**src/rtl/jsu_pkg.sv**
```systemverilog
// ----------------------------------------------------------------------------
// jsu_pkg
// Shared types and constants for the JSON string unescaper.
// ----------------------------------------------------------------------------
package jsu_pkg;

  // Result kinds
  localparam logic [1:0] KIND_DATA  = 2'd0;
  localparam logic [1:0] KIND_END   = 2'd1;
  localparam logic [1:0] KIND_ERROR = 2'd2;

  // Error codes
  localparam logic [2:0] ERR_NONE     = 3'd0;
  localparam logic [2:0] ERR_NO_QUOTE = 3'd1;
  localparam logic [2:0] ERR_ESCAPE   = 3'd2;
  localparam logic [2:0] ERR_HEX      = 3'd3;
  localparam logic [2:0] ERR_RANGE    = 3'd4;
  localparam logic [2:0] ERR_CHAR     = 3'd5;
  localparam logic [2:0] ERR_LONG     = 3'd6;

  // Modes
  localparam logic [1:0] MODE_STRICT     = 2'd0;
  localparam logic [1:0] MODE_PERMISSIVE = 2'd1;

  // Configuration register indexes
  localparam logic [1:0] REG_MODE     = 2'd0;
  localparam logic [1:0] REG_SUB_CHAR = 2'd1;
  localparam logic [1:0] REG_MAX_LEN  = 2'd2;

  // Characters
  localparam logic [7:0] CH_SPACE = 8'h20;
  localparam logic [7:0] CH_TAB   = 8'h09;
  localparam logic [7:0] CH_LF    = 8'h0A;
  localparam logic [7:0] CH_CR    = 8'h0D;
  localparam logic [7:0] CH_FF    = 8'h0C;
  localparam logic [7:0] CH_BS    = 8'h08;
  localparam logic [7:0] CH_QUOTE = 8'h22;
  localparam logic [7:0] CH_BSLASH = 8'h5C;
  localparam logic [7:0] CH_SLASH = 8'h2F;
  localparam logic [7:0] CH_DEL   = 8'h7F;

  typedef struct packed {
    logic [1:0]  mode;
    logic [7:0]  sub_char;
    logic [15:0] max_length;
  } cfg_t;

  typedef struct packed {
    logic [7:0]  out_byte;
    logic [1:0]  kind;
    logic [2:0]  error_code;
    logic [15:0] string_length;
    logic        last_of_run;
  } result_t;

  // All results caused by one input byte
  typedef struct packed {
    logic [1:0]       count;
    result_t [2:0]    beat;
  } bundle_t;

  // Hex digit value, bit 4 set when the byte is a hex digit
  function automatic logic [4:0] hex_digit(input logic [7:0] c);
    logic [4:0] r;
    r = 5'd0;
    if (c >= 8'h30 && c <= 8'h39) r = {1'b1, 4'(c - 8'h30)};
    else if (c >= 8'h61 && c <= 8'h66) r = {1'b1, 4'(c - 8'h57)};
    else if (c >= 8'h41 && c <= 8'h46) r = {1'b1, 4'(c - 8'h37)};
    return r;
  endfunction

endpackage

```
**src/rtl/jsu_decode.sv**
```systemverilog
// ----------------------------------------------------------------------------
// jsu_decode
// Parse state and single-pass decode of one byte into its result bundle.
// ----------------------------------------------------------------------------
module jsu_decode import jsu_pkg::*; #(
  parameter int LENGTH_BITS = 16
) (
  input  logic       clk,
  input  logic       rst_n,
  input  logic       advance,
  input  logic [7:0] in_byte,
  input  cfg_t       cfg,
  output bundle_t    bundle
);

  localparam int CW = ((LENGTH_BITS > 16) ? LENGTH_BITS : 16) + 2;

  typedef enum logic [2:0] {
    PH_IDLE = 3'd0,
    PH_STR  = 3'd1,
    PH_ESC  = 3'd2,
    PH_HEX0 = 3'd3,
    PH_HEX1 = 3'd4,
    PH_HEX2 = 3'd5,
    PH_HEX3 = 3'd6
  } phase_t;

  phase_t                 phase_r, phase_nxt;
  logic [15:0]            hex_r, hex_nxt;
  logic [LENGTH_BITS-1:0] count_r, count_nxt;

  logic            dreq, dhex, fail, endr;
  logic [15:0]     dval;
  logic [2:0]      fcode;
  logic [15:0]     flen;
  logic [1:0]      nb;
  logic [7:0]      b0, b1, b2;
  logic [4:0]      hd;
  logic [CW-1:0]   limit, mask_ext, maxl_ext, sum;

  assign hd       = hex_digit(in_byte);
  assign mask_ext = CW'({LENGTH_BITS{1'b1}});
  assign maxl_ext = CW'(cfg.max_length);
  assign limit    = (maxl_ext > mask_ext) ? mask_ext : maxl_ext;
  assign sum      = CW'(count_r) + CW'(nb);

  always_comb begin
    phase_nxt = phase_r;
    hex_nxt   = hex_r;
    count_nxt = count_r;
    bundle    = '0;
    dreq      = 1'b0;
    dhex      = 1'b0;
    dval      = 16'd0;
    fail      = 1'b0;
    fcode     = ERR_NONE;
    flen      = 16'(count_r);
    endr      = 1'b0;
    nb        = 2'd1;
    b0        = 8'd0;
    b1        = 8'd0;
    b2        = 8'd0;

    case (phase_r)
      PH_STR: begin
        if (in_byte == CH_QUOTE) begin
          endr      = 1'b1;
          phase_nxt = PH_IDLE;
        end else if (in_byte == CH_BSLASH) begin
          phase_nxt = PH_ESC;
        end else begin
          dreq = 1'b1;
          dval = {8'd0, in_byte};
        end
      end
      PH_ESC: begin
        phase_nxt = PH_STR;
        case (in_byte)
          8'h74: begin dreq = 1'b1; dval = {8'd0, CH_TAB}; end
          8'h6E: begin dreq = 1'b1; dval = {8'd0, CH_LF};  end
          8'h72: begin dreq = 1'b1; dval = {8'd0, CH_CR};  end
          8'h66: begin dreq = 1'b1; dval = {8'd0, CH_FF};  end
          8'h62: begin dreq = 1'b1; dval = {8'd0, CH_BS};  end
          CH_SLASH, CH_BSLASH, CH_QUOTE: begin
            dreq = 1'b1;
            dval = {8'd0, in_byte};
          end
          8'h75: begin
            hex_nxt   = 16'd0;
            phase_nxt = PH_HEX0;
          end
          default: begin
            fail  = 1'b1;
            fcode = ERR_ESCAPE;
          end
        endcase
      end
      PH_HEX0, PH_HEX1, PH_HEX2, PH_HEX3: begin
        if (!hd[4]) begin
          fail  = 1'b1;
          fcode = ERR_HEX;
        end else begin
          hex_nxt = {hex_r[11:0], hd[3:0]};
          case (phase_r)
            PH_HEX0: phase_nxt = PH_HEX1;
            PH_HEX1: phase_nxt = PH_HEX2;
            PH_HEX2: phase_nxt = PH_HEX3;
            default: begin
              phase_nxt = PH_STR;
              dreq      = 1'b1;
              dhex      = 1'b1;
              dval      = {hex_r[11:0], hd[3:0]};
            end
          endcase
        end
      end
      default: begin
        phase_nxt = PH_IDLE;
        if (in_byte == CH_QUOTE) begin
          count_nxt = '0;
          phase_nxt = PH_STR;
        end else if (in_byte != CH_SPACE && in_byte != CH_TAB &&
                     in_byte != CH_CR && in_byte != CH_LF) begin
          fail  = 1'b1;
          fcode = ERR_NO_QUOTE;
          flen  = 16'd0;
        end
      end
    endcase

    // Map the decoded value to output bytes per mode
    if (dreq) begin
      case (cfg.mode)
        MODE_STRICT: begin
          b0 = dval[7:0];
          if (dhex && dval > 16'd255) begin
            fail  = 1'b1;
            fcode = ERR_RANGE;
          end else if (dval >= {8'd0, CH_DEL}) begin
            fail  = 1'b1;
            fcode = ERR_CHAR;
          end
        end
        MODE_PERMISSIVE: begin
          b0 = (dval < {8'd0, CH_SPACE} || dval >= {8'd0, CH_DEL}) ?
               cfg.sub_char : dval[7:0];
        end
        default: begin
          if (!dhex || dval < 16'h0080) begin
            b0 = dval[7:0];
          end else if (dval < 16'h0800) begin
            nb = 2'd2;
            b0 = {3'b110, dval[10:6]};
            b1 = {2'b10, dval[5:0]};
          end else begin
            nb = 2'd3;
            b0 = {4'b1110, dval[15:12]};
            b1 = {2'b10, dval[11:6]};
            b2 = {2'b10, dval[5:0]};
          end
        end
      endcase
      if (!fail && sum > limit) begin
        fail  = 1'b1;
        fcode = ERR_LONG;
      end
    end

    if (fail) begin
      phase_nxt                     = PH_IDLE;
      bundle.count                  = 2'd1;
      bundle.beat[0].kind           = KIND_ERROR;
      bundle.beat[0].error_code     = fcode;
      bundle.beat[0].string_length  = flen;
      bundle.beat[0].last_of_run    = 1'b1;
    end else if (endr) begin
      bundle.count                  = 2'd1;
      bundle.beat[0].kind           = KIND_END;
      bundle.beat[0].string_length  = 16'(count_r);
      bundle.beat[0].last_of_run    = 1'b1;
    end else if (dreq) begin
      count_nxt                     = LENGTH_BITS'(sum);
      bundle.count                  = nb;
      bundle.beat[0].out_byte       = b0;
      bundle.beat[1].out_byte       = b1;
      bundle.beat[2].out_byte       = b2;
      bundle.beat[0].kind           = KIND_DATA;
      bundle.beat[1].kind           = KIND_DATA;
      bundle.beat[2].kind           = KIND_DATA;
      bundle.beat[0].string_length  = 16'(count_r + LENGTH_BITS'(1));
      bundle.beat[1].string_length  = 16'(count_r + LENGTH_BITS'(2));
      bundle.beat[2].string_length  = 16'(count_r + LENGTH_BITS'(3));
      bundle.beat[0].last_of_run    = (nb == 2'd1);
      bundle.beat[1].last_of_run    = (nb == 2'd2);
      bundle.beat[2].last_of_run    = (nb == 2'd3);
    end
  end

  always_ff @(posedge clk) begin
    if (!rst_n) begin
      phase_r <= PH_IDLE;
      hex_r   <= 16'd0;
      count_r <= '0;
    end else if (advance) begin
      phase_r <= phase_nxt;
      hex_r   <= hex_nxt;
      count_r <= count_nxt;
    end
  end

endmodule

```
**src/rtl/jsu_out_buf.sv**
```systemverilog
// ----------------------------------------------------------------------------
// jsu_out_buf
// Result register: holds one bundle and plays its words out one per beat.
// ----------------------------------------------------------------------------
module jsu_out_buf import jsu_pkg::*; (
  input  logic    clk,
  input  logic    rst_n,
  input  logic    load,
  input  bundle_t bundle,
  output logic    can_load,
  output logic    out_valid,
  input  logic    out_ready,
  output result_t out_word
);

  result_t [2:0] beat_r;
  logic [1:0]    cnt_r, idx_r;
  logic          take, last_take;

  assign out_valid = (cnt_r != 2'd0);
  assign take      = out_valid && out_ready;
  assign last_take = take && (idx_r == cnt_r - 2'd1);
  assign can_load  = !out_valid || last_take;

  always_comb begin
    case (idx_r)
      2'd0:    out_word = beat_r[0];
      2'd1:    out_word = beat_r[1];
      2'd2:    out_word = beat_r[2];
      default: out_word = beat_r[0];
    endcase
  end

  always_ff @(posedge clk) begin
    if (load) begin
      beat_r <= bundle.beat;
    end
  end

  always_ff @(posedge clk) begin
    if (!rst_n) begin
      cnt_r <= 2'd0;
      idx_r <= 2'd0;
    end else if (load) begin
      cnt_r <= bundle.count;
      idx_r <= 2'd0;
    end else if (last_take) begin
      cnt_r <= 2'd0;
      idx_r <= 2'd0;
    end else if (take) begin
      idx_r <= idx_r + 2'd1;
    end
  end

endmodule

```
**src/rtl/json_string_unescaper.sv**
```systemverilog
// ----------------------------------------------------------------------------
// json_string_unescaper
// Decodes JSON string literals from a byte stream into unescaped bytes.
// ----------------------------------------------------------------------------
// Path: input register, then combinational decode, then the result register
//   that presents the first result word.
// Throughput: one input byte per cycle while the result side takes every word;
//   a \u escape that expands to two or three UTF-8 bytes holds the input
//   while the result register plays out its words.
// Reset: synchronous, active low; parser idles, mode 0, sub_char 63, max_length 1023.
// ----------------------------------------------------------------------------
module json_string_unescaper import jsu_pkg::*; #(
  parameter int LENGTH_BITS = 16
) (
  input  logic        clk,
  input  logic        rst_n,
  // Input stream
  input  logic        in_tvalid,
  output logic        in_tready,
  input  logic [7:0]  in_tdata,   // [7:0] in_byte
  // Result stream
  output logic        out_tvalid,
  input  logic        out_tready,
  output logic [31:0] out_tdata,  // [7:0] out_byte, [10:8] error_code,
                                  // [26:11] string_length, [31:27] zero
  output logic [1:0]  out_tuser,  // [1:0] kind
  output logic        out_tlast,  // last word caused by one input byte
  // Configuration writes
  input  logic        cfg_valid,
  output logic        cfg_ready,
  input  logic [1:0]  cfg_index,
  input  logic [15:0] cfg_data
);

  cfg_t       cfg_r;
  logic [7:0] in_byte_r;
  logic       in_valid_r;
  logic       can_load, advance;
  bundle_t    bundle;
  result_t    out_word;

  // Register writes are always accepted and registered; unknown indexes drop.
  assign cfg_ready = 1'b1;

  always_ff @(posedge clk) begin
    if (!rst_n) begin
      cfg_r.mode       <= 2'd0;
      cfg_r.sub_char   <= 8'd63;
      cfg_r.max_length <= 16'd1023;
    end else if (cfg_valid) begin
      case (cfg_index)
        REG_MODE:     cfg_r.mode       <= cfg_data[1:0];
        REG_SUB_CHAR: cfg_r.sub_char   <= cfg_data[7:0];
        REG_MAX_LEN:  cfg_r.max_length <= cfg_data;
        default:      ;
      endcase
    end
  end

  // Input register: a byte advances into decode as soon as the result
  // register has room for its bundle (including the cycle its last word
  // leaves), so single-result bytes stream at full rate.
  assign advance   = in_valid_r && can_load;
  assign in_tready = !in_valid_r || advance;

  always_ff @(posedge clk) begin
    if (in_tvalid && in_tready) begin
      in_byte_r <= in_tdata;
    end
  end

  always_ff @(posedge clk) begin
    if (!rst_n) begin
      in_valid_r <= 1'b0;
    end else if (in_tready) begin
      in_valid_r <= in_tvalid;
    end
  end

  // Parse state plus the mode, escape and length logic for one byte
  jsu_decode #(
    .LENGTH_BITS (LENGTH_BITS)
  ) u_decode (
    .clk     (clk),
    .rst_n   (rst_n),
    .advance (advance),
    .in_byte (in_byte_r),
    .cfg     (cfg_r),
    .bundle  (bundle)
  );

  // Result register; a byte with no results loads an empty bundle
  jsu_out_buf u_out_buf (
    .clk       (clk),
    .rst_n     (rst_n),
    .load      (advance),
    .bundle    (bundle),
    .can_load  (can_load),
    .out_valid (out_tvalid),
    .out_ready (out_tready),
    .out_word  (out_word)
  );

  assign out_tdata = {5'd0, out_word.string_length, out_word.error_code,
                      out_word.out_byte};
  assign out_tuser = out_word.kind;
  assign out_tlast = out_word.last_of_run;

endmodule

```
**config.mk**
```make
export PLATFORM = sky130hd
export DESIGN_NAME = json_string_unescaper
export DESIGN_NICKNAME = d
export VERILOG_FILES = /design/src/rtl/jsu_pkg.sv /design/src/rtl/jsu_decode.sv /design/src/rtl/jsu_out_buf.sv /design/src/rtl/json_string_unescaper.sv
export SDC_FILE = /design/constraint.sdc
export NUM_CORES = 1
export LEC_CHECK = 0
export BUFFER_PORTS_ARGS = -buffer_cell sky130_fd_sc_hd__buf_2
export CAP_MARGIN = 5
export CORE_UTILIZATION = 58
export DETAILED_ROUTE_END_ITERATION = 6
export PLACE_DENSITY = 0.77
export SYNTH_ARGS = -nofsm -noshare
export SYNTH_HDL_FRONTEND = slang
export SYNTH_HIERARCHICAL = 1
export SYNTH_SLANG_ARGS = --single-unit
```
**constraint.sdc**
```tcl
create_clock -name clk -period 8 [get_ports clk]
set_input_delay 0 -clock clk [delete_from_list [all_inputs] [get_ports clk]]
set_output_delay 0 -clock clk [all_outputs]
set_load 0.005 [all_outputs]
```
==> results.yml <==
run_status:
  outcome: "complete, no violations"
synthesis:
  synth_mux_area_share_pct: 2.50
  syn-cell-area_um2: 9620
  ys_types: 93
  synthFlopType: "edfxtp_1"
  yosysSeqAreaShare_pct: 43.5
  synth_top_family_by_area: "simple AND/OR/NAND/NOR gates"
  synth-seq-cells: 160
  yosysWarnings: 6
  synth_adder_area_share_pct: 3.98
  synth_edf_count: 98
  syn_inst: 1029
  syn_avg_cell_area_um2: 9.34
  synthSimpleGateAreaFrac_pct: 19.7
  synth_compound_area_share_pct: 18.9
  ys_async_sr_fraction_pct: 0
  synth-xor-area-share_pct: 4.28
worst_setup_path:
  cp-end-kind: "flop"
  worstSetupPathType: "flop to flop"
  crit_slowest_cell: "a21o_1"
  reg2reg_from: "in_byte_r[0]"
  start_kind: "flop"
  crit_family: "compound AO/OA/AOI/OAI gates"
  max_stage_delay_ps: 790
  crit_path_start: "in_byte_r[0]"
  path_cells: "inv_1 > ha_1 > o21bai_1 > a21oi_2 > o21a_1 > nand2_1 > nor2_1 > inv_1 > fa_1 > nor3_1 > nand3_1 > xnor2_1 > ha_1 > nand2_1 > or2_2 > nor2_1 > a21boi_0 > o31ai_1 > nand4_2 > a21o_1 > buf_4 > nor2_1 > o21bai_1"
  cp_num_buf_inv: 3
  critPathMaxFanout: 27
  worstPathRequired_ps: 8170
  cp_common_cell: "nor2_1"
  cp.arrival_ps: 7600
finish:
  nNetsFinal: 1138
  postLayoutCoreUtil_pct: 66.8
  syn2layout_area_growth_pct: 11.5
  final_cell_area_um2: 10700
  finalNonFillerCells: 1306
  drive_gt1_share_pct: 12.3
  antenna_cells: 0
grt:
  grt_max_degree: 64
  grt_overflow: 0
  grt_pass1_vias: 7112
  antenna_found_initial: 0
  grt_pass1_wl_mm: 37.3
  grt_use_total_pct: 28.6
clock_tree:
  cts_tree: "built"
  cts_setup_buffers: 0
  clk_pin_slew_worst_paths_ps: 60
  clkSinkCount: 160
  cts_max_path_buffers: 2
  post_cts_resize_count: 0
  cts_root_buf: "clkbuf_16"
  insertion_delay_ps: 430
  htree_levels: 4
  numCtsBuffers: 17
floorplan:
  die_y_um: 131
  io_pins: 69
  coreArea_um2: 16100
  die_area_um2: 17100
  start_util_pct: 59.9
  rows: 46
  die_w_um: 131
routing:
  antenna_left: 0
  drt_iter0_drc: 824
  top_layer: "met4"
  wl_mm: 23.6
  wl_met3_mm: 1.88
  viasPerCell: 6.10
  met2_wirelength_mm: 10.4
  num_vias: 7961
  drt-pass1-iter-count: 7
  wl_met1_mm: 10.8
  wl_per_cell_um: 18.1
  route.detailed.drc: 0
hold_path:
  hold_path_class: "input port to flop"
  hp-start: "out_tready"
place:
  portBuffers: 62
  place_congestion: 0.925
  hpwl_mm: 16.3
  dpl_cell_area_um2: 9840
  dpl.cell_count: 1243
timing:
  hold_violations: 0
  skew_ps: 7.69
  maxSlewHeadroom_pct: 28.2
  rsz0062_at_grt: "no"
  setup_viol: 0
  fin_tns_setup_ps: 0
  fmax_mhz: 135
  tightest_slew_ps: 1070
  fin_crit_ps: 7430
  fin_crit_sh_pct: 92.9
  drv_slew: 0
power_and_ir_drop:
  power_w: 0.00184
  powerDensity_nw_per_um2: 172
  leakage_nw: 4.06
  ir_drop_uv: 158
flow_run:
  drv_cap: 0
tightest hold or removal path, delay by kind of cell:
family	cells	cell delay, ps
compound gates	1	110
simple gates	1	230
buf+inv	1	80
state kept, by name (all words and copies together), names as in the netlist:
signal            flops
in_valid_r            1
u_decode/hex_r       12
u_decode/count_r     16
cfg_r                26
in_byte_r             8
u_out_buf/cnt_r       2
u_out_buf/beat_r     90
u_out_buf/idx_r       2
u_decode/phase_r      3
cells in the final DEF (no fill, tap or decap), drive strengths merged, types with 27 or more instances in the layout:
cell type / n
nor2b: 27
nor3: 28
ha: 29
dlygate4sd3: 31
xnor2: 37
nor2: 102
a21oi: 43
nand2: 92
a22oi: 37
nand3: 30
dfxtp: 62
inv: 58
edfxtp: 98
buf: 69
o21ai: 49
cell type report:
class / instances / area [µm²]
fillers: 1253 / 5340
multi-input cells: 741 / 4810
flip-flops and latches: 160 / 4180
repair buffers: 100 / 673
clock buffers: 24 / 494
well taps: 216 / 270
inverters: 57 / 214
clock inverters: 8 / 76.3
Yosys cell counts (10+ instances only):
| cell type | number | share of area [%] |
|---|---|---|
| a21oi_1 | 41 | 2.1 |
| a22o_1 | 17 | 1.5 |
| a22oi_1 | 36 | 2.8 |
| a31oi_1 | 23 | 1.5 |
| buf_2 | 11 | 0.57 |
| buf_4 | 22 | 1.7 |
| clkbuf_1 | 43 | 1.7 |
| dfxtp_1 | 62 | 13 |
| edfxtp_1 | 98 | 31 |
| ha_1 | 29 | 3.8 |
| inv_1 | 55 | 2.1 |
| mux2i_1 | 24 | 2.5 |
| nand2_1 | 90 | 3.5 |
| nand2b_1 | 12 | 0.78 |
| nand3_1 | 29 | 1.5 |
| nand4_1 | 12 | 0.78 |
| nor2_1 | 102 | 4.0 |
| nor2b_1 | 27 | 1.8 |
| nor3_1 | 25 | 1.3 |
| nor3b_1 | 14 | 1.1 |
| o211ai_1 | 10 | 0.78 |
| o21ai_0 | 47 | 2.4 |
| xnor2_1 | 37 | 3.4 |
| xor2_1 | 10 | 0.91 |
power breakdown:
| group | switching, W | total, W | internal (W) |
|---|---|---|---|
| Clock | 0.000326 | 0.000792 | 0.000465 |
| Sequential | 0.0000172 | 0.000918 | 0.000901 |
| Combinational | 0.0000776 | 0.000131 | 0.0000531 |
| Total | 0.000421 | 0.00184 | 0.00142 |
routing by layer:
metal / track usage (%) / up-vias
li1: - / 3780
met5: 0 / -
met3: 4.23 / 56
met1: 41.6 / 3701
met2: 44.0 / 424
met4: 9.33 / 0
cell families (layout without fill, tap and decap cells):
kind of cell               Yosys count  in the layout
AOI/OAI and AO/OA                  252            252
xor gates and xnor gates            47             47
adders and majority gates           30             30
buffers and inverters              143            189
DFF                                160            160
muxes                               24             24
other                                3             18
and+or+nand+nor                    370            370
stage by stage:
step	hold WS (ps)	worst slack (ps)
after floorplan	98.9	2360
after detailed placement	178	729
after CTS	32.5	708
after global placement	176	923
final	47.9	567
after global routing	70.9	73.1
what timing repair did:
action	in CTS	in global routing
endpoints found under the setup margin	0	0
hold buffers	31	0
endpoints found under the hold margin	35	0
final timing paths:
kind                         endpoint  slack (ps)  depth (start not counted)
setup reg to reg  u_out_buf/beat_r[1]         570                         23
setup / recovery  u_out_buf/beat_r[1]         570                         23
hold reg to reg             cfg_r[15]         470                          2
hold / removal     u_out_buf/idx_r[1]          50                          3
Power figures use the tool's default switching activity.
